`src/design/prs_pkg.sv`:
```
package prs_pkg;

  localparam int PRICE_BITS = 32;
  localparam int FRAC_BITS  = 16;
  localparam int LOG_FRAC   = 24;
  localparam int MANT_BITS  = 31;
  localparam int LOG_BITS   = 29;
  localparam int DIVD_BITS  = PRICE_BITS + FRAC_BITS;
  localparam int MUL_BITS   = 32;
  localparam int LN_SHIFT   = LOG_FRAC + 32 - FRAC_BITS;

  localparam logic [31:0] LN2_Q32 = 32'd2977044471;
  localparam logic [4:0]  TOP_EXP = 5'd30;

  typedef enum logic [1:0] {
    ST_VALID   = 2'd0,
    ST_FIRST   = 2'd1,
    ST_INVALID = 2'd2,
    ST_SAT     = 2'd3
  } status_t;

  typedef enum logic [5:0] {
    S_IDLE = 6'b000001,
    S_NORM = 6'b000010,
    S_LOG  = 6'b000100,
    S_MUL  = 6'b001000,
    S_DIV  = 6'b010000,
    S_EMIT = 6'b100000
  } state_t;

endpackage

```
`src/design/price_return_stream.sv`:
```
// Price return stream.
// Input channel (in_): one price per transfer; tdata is the signed Q16.16 price,
// tuser bit 0 marks the first price of a new series.
// Output channel (out_): one result per input transfer; tdata is the signed
// Q16.16 return, tuser is the status (0 valid, 1 first, 2 invalid, 3 saturated).
// Configuration channel (cfg_): one-bit mode, 0 log return, 1 simple return;
// always ready, write only while the block is idle.
// One item is in flight at a time; in_tready is high only while idle, so the next
// transfer can come in the same cycle that out_tvalid rises.
// A first or invalid item goes straight to the output register; a simple return
// runs a one-bit-per-cycle restoring divider, and a log return runs two
// normalizations and two squaring loops on one shared 32x32 multiplier.
// The result sits in an output register; while out_tready is low the block
// finishes the next item and then holds it until the register frees up.
// Reset clears the mode to log return, the previous price and the series
// history; the first item after reset counts as a series start.
module price_return_stream (
  input  logic        clk,
  input  logic        rst_n,
  input  logic        in_tvalid,
  output logic        in_tready,
  input  logic [31:0] in_tdata,   // [31:0] price
  input  logic [0:0]  in_tuser,   // [0] series_start
  output logic        out_tvalid,
  input  logic        out_tready,
  output logic [31:0] out_tdata,  // [31:0] return_value
  output logic [1:0]  out_tuser,  // [1:0] status
  input  logic        cfg_valid,
  output logic        cfg_ready,
  input  logic [0:0]  cfg_data    // [0] return_mode
);
  import prs_pkg::*;

  state_t                 state_r, state_nxt;
  logic [5:0]             cnt_r, cnt_nxt;
  logic                   sel_r, sel_nxt;
  logic                   mode_r, mode_nxt;
  logic                   have_r, have_nxt;
  logic [PRICE_BITS-1:0]  prev_r, prev_nxt;
  logic [PRICE_BITS-1:0]  pop_r, pop_nxt;
  logic [MANT_BITS-1:0]   m_r, m_nxt;
  logic [LOG_BITS-1:0]    r_r, r_nxt;
  logic [LOG_BITS-1:0]    lc_r, lc_nxt;
  logic [DIVD_BITS-1:0]   q_r, q_nxt;
  logic [31:0]            rem_r, rem_nxt;
  logic [31:0]            den_r, den_nxt;
  logic                   neg_r, neg_nxt;
  logic [DIVD_BITS-1:0]   mag_r, mag_nxt;
  status_t                stat_r, stat_nxt;
  logic                   ov_r, ov_nxt;
  logic [31:0]            od_r, od_nxt;
  status_t                os_r, os_nxt;

  logic                   in_fire;
  logic                   first;
  logic [32:0]            diff;
  logic [31:0]            dmag;
  logic [4:0]             sh;
  logic [MANT_BITS-1:0]   top_chk;
  logic [MUL_BITS-1:0]    mul_a, mul_b;
  logic [2*MUL_BITS-1:0]  prod;
  logic [31:0]            m2;
  logic [LOG_BITS-1:0]    d;
  logic [32:0]            trial;
  logic [DIVD_BITS-1:0]   lim;
  logic [31:0]            mag32;

  assign in_tready  = (state_r == S_IDLE);
  assign in_fire    = in_tvalid && in_tready;
  assign cfg_ready  = 1'b1;
  assign out_tvalid = ov_r;
  assign out_tdata  = od_r;
  assign out_tuser  = os_r;

  assign first   = in_tuser[0] || !have_r;
  assign diff    = {in_tdata[31], in_tdata} - {prev_r[31], prev_r};
  assign dmag    = diff[32] ? 32'(-diff) : diff[31:0];
  assign sh      = 5'd16 >> cnt_r[2:0];
  assign top_chk = m_r >> (5'd31 - sh);
  assign d       = (lc_r >= r_r) ? (lc_r - r_r) : (r_r - lc_r);

  // shared multiplier: mantissa squaring or scaling by ln2
  assign mul_a = (state_r == S_LOG) ? {1'b0, m_r} : {{(MUL_BITS-LOG_BITS){1'b0}}, d};
  assign mul_b = (state_r == S_LOG) ? {1'b0, m_r} : LN2_Q32;
  assign prod  = {{MUL_BITS{1'b0}}, mul_a} * {{MUL_BITS{1'b0}}, mul_b};
  assign m2    = prod[61:30];

  assign trial = {rem_r, q_r[DIVD_BITS-1]} - {1'b0, den_r};
  assign lim   = neg_r ? DIVD_BITS'(33'h080000000) : DIVD_BITS'(33'h07fffffff);
  assign mag32 = (mag_r > lim) ? lim[31:0] : mag_r[31:0];

  always_comb begin
    state_nxt = state_r;
    cnt_nxt   = cnt_r;
    sel_nxt   = sel_r;
    mode_nxt  = mode_r;
    have_nxt  = have_r;
    prev_nxt  = prev_r;
    pop_nxt   = pop_r;
    m_nxt     = m_r;
    r_nxt     = r_r;
    lc_nxt    = lc_r;
    q_nxt     = q_r;
    rem_nxt   = rem_r;
    den_nxt   = den_r;
    neg_nxt   = neg_r;
    mag_nxt   = mag_r;
    stat_nxt  = stat_r;
    ov_nxt    = ov_r;
    od_nxt    = od_r;
    os_nxt    = os_r;

    if (cfg_valid && cfg_ready) begin
      mode_nxt = cfg_data[0];
    end
    if (ov_r && out_tready) begin
      ov_nxt = 1'b0;
    end

    unique case (state_r)
      S_IDLE: begin
        if (in_fire) begin
          prev_nxt  = in_tdata;
          have_nxt  = 1'b1;
          pop_nxt   = prev_r;
          neg_nxt   = 1'b0;
          mag_nxt   = '0;
          cnt_nxt   = '0;
          sel_nxt   = 1'b0;
          if (first) begin
            stat_nxt  = ST_FIRST;
            state_nxt = S_EMIT;
          end else if (!mode_r) begin
            if (in_tdata[31] || in_tdata == '0 || prev_r[31] || prev_r == '0) begin
              stat_nxt  = ST_INVALID;
              state_nxt = S_EMIT;
            end else begin
              m_nxt     = in_tdata[MANT_BITS-1:0];
              r_nxt     = LOG_BITS'(TOP_EXP);
              state_nxt = S_NORM;
            end
          end else begin
            if (prev_r == '0) begin
              stat_nxt  = ST_INVALID;
              state_nxt = S_EMIT;
            end else begin
              q_nxt     = {dmag, {FRAC_BITS{1'b0}}};
              rem_nxt   = '0;
              den_nxt   = prev_r[31] ? 32'(-prev_r) : prev_r;
              neg_nxt   = (diff[32] != prev_r[31]) && (dmag != '0);
              state_nxt = S_DIV;
            end
          end
        end
      end
      S_NORM: begin
        if (top_chk == '0) begin
          m_nxt = m_r << sh;
          r_nxt = r_r - LOG_BITS'(sh);
        end
        cnt_nxt = cnt_r + 6'd1;
        if (cnt_r == 6'd4) begin
          cnt_nxt   = '0;
          state_nxt = S_LOG;
        end
      end
      S_LOG: begin
        r_nxt   = {r_r[LOG_BITS-2:0], m2[31]};
        m_nxt   = m2[31] ? m2[31:1] : m2[30:0];
        cnt_nxt = cnt_r + 6'd1;
        if (cnt_r == 6'(LOG_FRAC - 1)) begin
          cnt_nxt = '0;
          if (!sel_r) begin
            lc_nxt    = r_nxt;
            sel_nxt   = 1'b1;
            m_nxt     = pop_r[MANT_BITS-1:0];
            r_nxt     = LOG_BITS'(TOP_EXP);
            state_nxt = S_NORM;
          end else begin
            state_nxt = S_MUL;
          end
        end
      end
      S_MUL: begin
        neg_nxt   = lc_r < r_r;
        mag_nxt   = DIVD_BITS'(prod >> LN_SHIFT);
        stat_nxt  = ST_VALID;
        state_nxt = S_EMIT;
      end
      S_DIV: begin
        if (!trial[32]) begin
          rem_nxt = trial[31:0];
          q_nxt   = {q_r[DIVD_BITS-2:0], 1'b1};
        end else begin
          rem_nxt = {rem_r[30:0], q_r[DIVD_BITS-1]};
          q_nxt   = {q_r[DIVD_BITS-2:0], 1'b0};
        end
        cnt_nxt = cnt_r + 6'd1;
        if (cnt_r == 6'(DIVD_BITS - 1)) begin
          cnt_nxt   = '0;
          mag_nxt   = q_nxt;
          stat_nxt  = ST_VALID;
          state_nxt = S_EMIT;
        end
      end
      S_EMIT: begin
        if (!ov_r || out_tready) begin
          ov_nxt    = 1'b1;
          od_nxt    = neg_r ? 32'(-mag32) : mag32;
          os_nxt    = (mag_r > lim) ? ST_SAT : stat_r;
          state_nxt = S_IDLE;
        end
      end
      default: state_nxt = S_IDLE;
    endcase
  end

  always_ff @(posedge clk) begin
    if (!rst_n) begin
      state_r <= S_IDLE;
      cnt_r   <= '0;
      sel_r   <= 1'b0;
      mode_r  <= 1'b0;
      have_r  <= 1'b0;
      prev_r  <= '0;
      ov_r    <= 1'b0;
    end else begin
      state_r <= state_nxt;
      cnt_r   <= cnt_nxt;
      sel_r   <= sel_nxt;
      mode_r  <= mode_nxt;
      have_r  <= have_nxt;
      prev_r  <= prev_nxt;
      ov_r    <= ov_nxt;
    end
  end

  always_ff @(posedge clk) begin
    pop_r  <= pop_nxt;
    m_r    <= m_nxt;
    r_r    <= r_nxt;
    lc_r   <= lc_nxt;
    q_r    <= q_nxt;
    rem_r  <= rem_nxt;
    den_r  <= den_nxt;
    neg_r  <= neg_nxt;
    mag_r  <= mag_nxt;
    stat_r <= stat_nxt;
    od_r   <= od_nxt;
    os_r   <= os_nxt;
  end

  a_busy_after_accept: assert property (@(posedge clk) disable iff (!rst_n)
    in_fire |=> !in_tready)
    else $error("accepted a second item while busy");

  a_norm_mantissa: assert property (@(posedge clk) disable iff (!rst_n)
    state_r == S_LOG |-> m_r[MANT_BITS-1])
    else $error("log mantissa not normalized");

  a_first_zero: assert property (@(posedge clk) disable iff (!rst_n)
    out_tvalid && (out_tuser == ST_FIRST || out_tuser == ST_INVALID) |-> out_tdata == '0)
    else $error("nonzero value with first or invalid status");

  a_log_bounded: assert property (@(posedge clk) disable iff (!rst_n)
    state_r == S_EMIT && !mode_r && stat_r == ST_VALID && $past(state_r) == S_MUL
      |-> mag_r < DIVD_BITS'(33'h07fffffff))
    else $error("log return out of range");

endmodule

```
`config.mk`:
```
export PLATFORM = sky130hd
export DESIGN_NAME = price_return_stream
export DESIGN_NICKNAME = d
export VERILOG_FILES = /design/src/design/prs_pkg.sv /design/src/design/price_return_stream.sv
export SDC_FILE = /design/constraint.sdc
export NUM_CORES = 2
export LEC_CHECK = 0
export ABC_CLOCK_PERIOD_IN_PS = 11900
export BUFFER_PORTS_ARGS = -buffer_cell sky130_fd_sc_hd__buf_4
export CORE_MARGIN = 3
export CORE_UTILIZATION = 47
export CTS_BUF_LIST = sky130_fd_sc_hd__clkbuf_4
export CTS_CLUSTER_SIZE = 14
export DETAILED_ROUTE_END_ITERATION = 8
export GPL_ROUTABILITY_DRIVEN = 0
export SLEW_MARGIN = 30
export SYNTH_ARGS = -nofsm -noshare
export SYNTH_HDL_FRONTEND = slang
export SYNTH_SLANG_ARGS = --single-unit
```
`constraint.sdc`:
```
create_clock -name clk -period 11.9 [get_ports clk]
set_input_delay 2.38 -clock clk [delete_from_list [all_inputs] [get_ports clk]]
set_output_delay 2.38 -clock clk [all_outputs]
set_load 0.02 [all_outputs]
```
# Word-level counts from Yosys, hierarchy flattened
# Cells that the tools add are included.
totals:
  ff_bits: 365
  output_inout_bits: 37
  word_cells: 169
  inputBits: 39
classes:
  magnitude_cmp: 3
  n_addsub: 10
  shift: 3
  reduce_logical: 32
  n_mul: 1
  bitwise_logic: 3
  eq_ne: 23
  n_mux: 74
ops:
  columns: ["cell", "count"]
  rows:
  - ["$mux 32", 10]
  - ["$mux 31", 10]
  - ["$mux 48", 6]
  - ["$mux 29", 8]
  - ["$pmux 48 s3", 1]
  - ["$neg 32->32", 3]
  - ["$pmux 48 s2", 1]
  - ["$pmux 31 s3", 1]
  - ["$pmux 29 s3", 1]
  - ["$mux 6", 13]
  - ["$logic_not 32->1", 2]
  - ["$pmux 32 s2", 1]
  - ["$mul 31x32->63", 1]
  - ["$sub 29x29->29", 2]
  - ["$gt 48x32->1", 1]
  - ["$pmux 6 s6", 1]
  - ["$sub 32x32->33", 1]
  - ["$sub 33x32->33", 1]
  - ["$reduce_bool 32->1", 1]
  - ["$logic_not 31->1", 1]
  - ["$shl 31x5->31", 1]
  - ["$shr 31x5->31", 1]
  - ["$ge 29x29->1", 1]
  - ["$lt 29x29->1", 1]
  - ["32 further kinds", 79]

# Depth between registers and ports, before layout
logic_depth:
  depth_word: 10
  depth_mapped: 51
  mapped_depth_nobuf: 45

# Worst setup path after synthesis
# OpenSTA, ideal clock, no wires.
synth_timing:
  kind: "register to register"
  startpoint: "register r_r[20]"
  endpoint: "register m_r[7], data pin"
  t_arrival_ps: 10377
  setup_ps: 261
  synth_period_minus_slack_ps: 10638
  n_path_buf: 7
  stages_incl_launch_ff: 47
  slack_ps: 1262
  required_time_ps: 11639
  cell_sequence: "edfxtp_1 inv_1 ha_1 buf_2 a21oi_2 o21ai_1 a221oi_2 o211ai_1 or3_1 buf_4 buf_6 o2111ai_1 o211ai_1 a32oi_1 o21ai_0 nor2_1 xor2_1 nor2_1 [11 not listed] fa_1 inv_1 ha_1 clkbuf_1 a21o_1 a31oi_1 o21ai_0 a31oi_1 nor3_1 o21ai_0 a21boi_0 o31a_1 a211oi_2 xor2_1 buf_4 nor2_1 buf_2 a221o_1"
synth_between:
  elab_chain_len: 8
  word_cells_on_any_way: 10
  cone_classes: "add/sub (2); mul (1); order compare (1); mux (6)"
synth_rtl:
  columns: ["item", "line", "rtl"]
  rows:
  - ["start: declaration", "price_return_stream.sv:42", "logic [LOG_BITS-1:0] r_r, r_nxt;"]
  - ["start signal: assignment", "price_return_stream.sv:241", "r_r <= r_nxt;"]
  - ["$sub 29x29->29 or $ge 29x29->1 (tied branches)", "price_return_stream.sv:80", "assign d = (lc_r >= r_r) ? (lc_r - r_r) : (r_r - lc_r);"]
  - ["$mux 29 *", "price_return_stream.sv:80", null]
  - ["$mux 31 *", "price_return_stream.sv:83", "assign mul_a = (state_r == S_LOG) ? {1'b0, m_r} : {{(MUL_BITS-LOG_BITS){1'b0}}, d};"]
  - ["$mul 31x32->63 *", "price_return_stream.sv:85", "assign prod = {{MUL_BITS{1'b0}}, mul_a} * {{MUL_BITS{1'b0}}, mul_b};"]
  - ["$mux 31 *", "price_return_stream.sv:169", "m_nxt = m2[31] ? m2[31:1] : m2[30:0];"]
  - ["$mux 31", "price_return_stream.sv:173", "if (!sel_r) begin"]
  - ["$mux 31 *", "price_return_stream.sv:171", "if (cnt_r == 6'(LOG_FRAC - 1)) begin"]
  - ["$pmux 31 s3 *", "price_return_stream.sv:120", "unique case (state_r)"]
  - ["net m_nxt[7]", "price_return_stream.sv:41", "logic [MANT_BITS-1:0] m_r, m_nxt;"]
  - ["end signal: assignment", "price_return_stream.sv:240", "m_r <= m_nxt;"]
  - ["end: declaration", "price_return_stream.sv:41", null]
# The timed path passes the listed nets; every way through them passes the cells marked *.
# A chain may end at the register's enable or synchronous reset.

# Worst setup path after layout
layout_timing:
  startpoint: "register r_r[0]"
  endpoint: "register m_r[25], data pin"
# The elaborated chain is that of the path after synthesis.

==> impl_metrics.json <==
{
  "ys_ff_latch": 365,
  "hold_viol_final": 0,
  "finalMaxSlewViolations": 0,
  "wl_per_cell_um": 24.65,
  "clk_latency_ns": 0.88,
  "clk_pin_slew_worst_paths_ns": 0.08,
  "grt_pass1_vias": 49641,
  "hold_class": "flip-flop to flip-flop",
  "synth-edff-count": 317,
  "io_pins": 76,
  "relSlewSlack_pct": 24.34,
  "vias": 49000,
  "netlist_instances": 6503,
  "nets": 7950,
  "numCtsBuffers": 89,
  "drive_gt1_share_pct": 9.936,
  "cpMostUsedCell": "fa_1",
  "syn_avg_cell_area_um2": 8.990,
  "tritoncts": "built",
  "mostFrequentLayoutCell": "inv_1",
  "portBuffers": 74,
  "criticalPathCategory": "flip-flop to flip-flop",
  "fp-row-count": 128,
  "antenna_found_initial": 6,
  "rr_startpoint": "r_r[0]",
  "ant_nets": 0,
  "syn_area_um2": 58460,
  "firstDrtPassIters": 9,
  "async_flop_share_pct": 0,
  "synth.distinct_cells": 127,
  "cp_slowest_cell": "fa_1",
  "die_w_um": 358.7,
  "critPathMaxStageDelay_ns": 0.55,
  "setup_slack_ns": 0.2424,
  "cts-root-buf": "clkbuf_4",
  "place_hpwl_um": 159400,
  "worst_pin_slew_ns": 1.135,
  "finalClockSkew_ns": 0.08489,
  "holdPathStages": 1,
  "critPathLaunch": "r_r[0]",
  "viasPerCell": 5.885,
  "path_max_fanout": 10,
  "endpoint": "m_r[25]",
  "synth_flop_cell": "edfxtp_1",
  "grt_overflow": 0,
  "grt_max_degree": 81,
  "yosysWarnings": 0,
  "required_ns": 12.46,
  "coreArea_um2": 122700,
  "reg2reg_depth": 43,
  "start_kind": "flip-flop",
  "layout_min_cycle_time_ns": 11.66,
  "start_util_pct": 47.66,
  "r2r_slack_ns": 0.24,
  "ctsHtreeMaxLevel": 3,
  "max-cap-violations": 0,
  "cts.path.max_buffers": 3,
  "setup_violations": 0,
  "die-area_um2": 128700,
  "ctsHoldBuffers": 0,
  "fin_crit_sh_pct": 97.96,
  "syn_to_final_growth_pct": 8.599,
  "die_h_um": 358.7,
  "max_freq_mhz": 85.78,
  "grt_pass1_wl_um": 308200,
  "fin_area_um2": 63490,
  "status": "finished clean",
  "critical_path.endpoint_type": "flip-flop",
  "worstReg2RegEnd": "m_r[25]",
  "critPathArrivalTime_ns": 12.22,
  "pre_cts_ws_ns": 0.1512,
  "placed_area_um2": 61960,
  "final_cell_mix": "inv_1 (1112), fa_1 (870), nand2_1 (702)",
  "fin_tns_setup_ns": 0,
  "grt_util_all_layers_pct": 31.94,
  "cts_sinks": 365,
  "first_iter_violations": 5066,
  "wl_um": 205300,
  "drc": 0,
  "yosysSeqAreaShare_pct": 17.93
}
[registers in the layout (all words and copies together), names as in the netlist, 6 cells and up]
| name | flops |
|---|---|
| mag_r | 48 |
| q_r | 48 |
| den_r | 32 |
| out_tdata | 32 |
| prev_r | 32 |
| rem_r | 32 |
| m_r | 31 |
| pop_r | 31 |
| lc_r | 29 |
| r_r | 29 |
| cnt_r | 6 |
| state_r | 6 |
[synth_stat cells (134+ instances only)]
cell type | number | share of area, %
nor2_1 | 471 | 3.0
nand2_1 | 704 | 4.5
mux2i_1 | 160 | 2.7
and3_1 | 164 | 1.8
a21oi_1 | 363 | 3.1
o21ai_0 | 203 | 1.7
inv_1 | 1114 | 7.2
edfxtp_1 | 317 | 16
clkbuf_1 | 284 | 1.8
xnor2_1 | 134 | 2.0
ha_1 | 419 | 9.0
fa_1 | 870 | 30
[what timing repair did]
| item | in CTS | in global routing |
|---|---|---|
| gates resized for setup | 0 | 40 |
| setup endpoints to repair | 0 | 52 |
| buffers inserted | 0 | 18 |
[critical path: cells and delay by family (launching register included)]
kind	cells	cell delay, ns
muxes	1	0.26
buffers and inverters	8	0.91
AOI/OAI and AO/OA	13	2.55
adders and majority gates	11	4.93
xor gates and xnor gates	2	0.36
DFF	1	0.51
and+or+nand+nor	8	1.79
[final cells by class]
type | instances | area, um2
multi-input cells | 4670 | 42600
flip-flops and latches | 365 | 10480
clock inverters | 37 | 211.5
well taps | 1625 | 2033
diodes | 8 | 20.02
fillers | 11729 | 59190
inverters | 1122 | 4225
repair buffers | 374 | 2977
clock buffers | 125 | 938.4
[metal layers]
metal	routed length [um]	part of all wire, %	GRT usage, %	vias to the layer above
li1	-	-	-	21613
met1	78340	38	41.03	24070
met2	91050	44	50.18	2646
met3	21570	11	7.376	669
met4	14290	7.0	17.07	2
met5	13	0.0063	0	-
[per-stage QoR]
| step | hold WS [ns] | util (%) | std cells |
|---|---|---|---|
| finish | 0.4931 | 51.75 | 8326 |
| global route | 0.5218 | 51.75 | 8322 |
| CTS | 0.4908 | 51.44 | 8299 |
| detailed placement | 0.4722 | 50.50 | 8137 |
| global placement | 0.4664 | 50.49 | 8137 |
| floorplan | 0.4064 | - | 6504 |
[worst min path at each step]
stage | from | endpoint | slack, ns
global placement | have_r | have_r | 0.47
global route | prev_r[5] | pop_r[5] | 0.52
detailed placement | have_r | have_r | 0.47
finish | have_r | have_r | 0.49
CTS | have_r | have_r | 0.49
floorplan | prev_r[27] | pop_r[27] | 0.41
[cell families after synthesis]
kind of cell | share of synthesized area, %
and+or+nand+nor | 15.49
buffers and inverters | 9.689
adders and majority gates | 38.76
AOI/OAI and AO/OA | 12.33
DFF | 17.93
xor gates and xnor gates | 2.802
muxes | 2.983
other | 0.01285
Power is left out: the tool's default activity adds up to more than one toggle a clock period on the data nets, which glitch-free logic cannot reach.
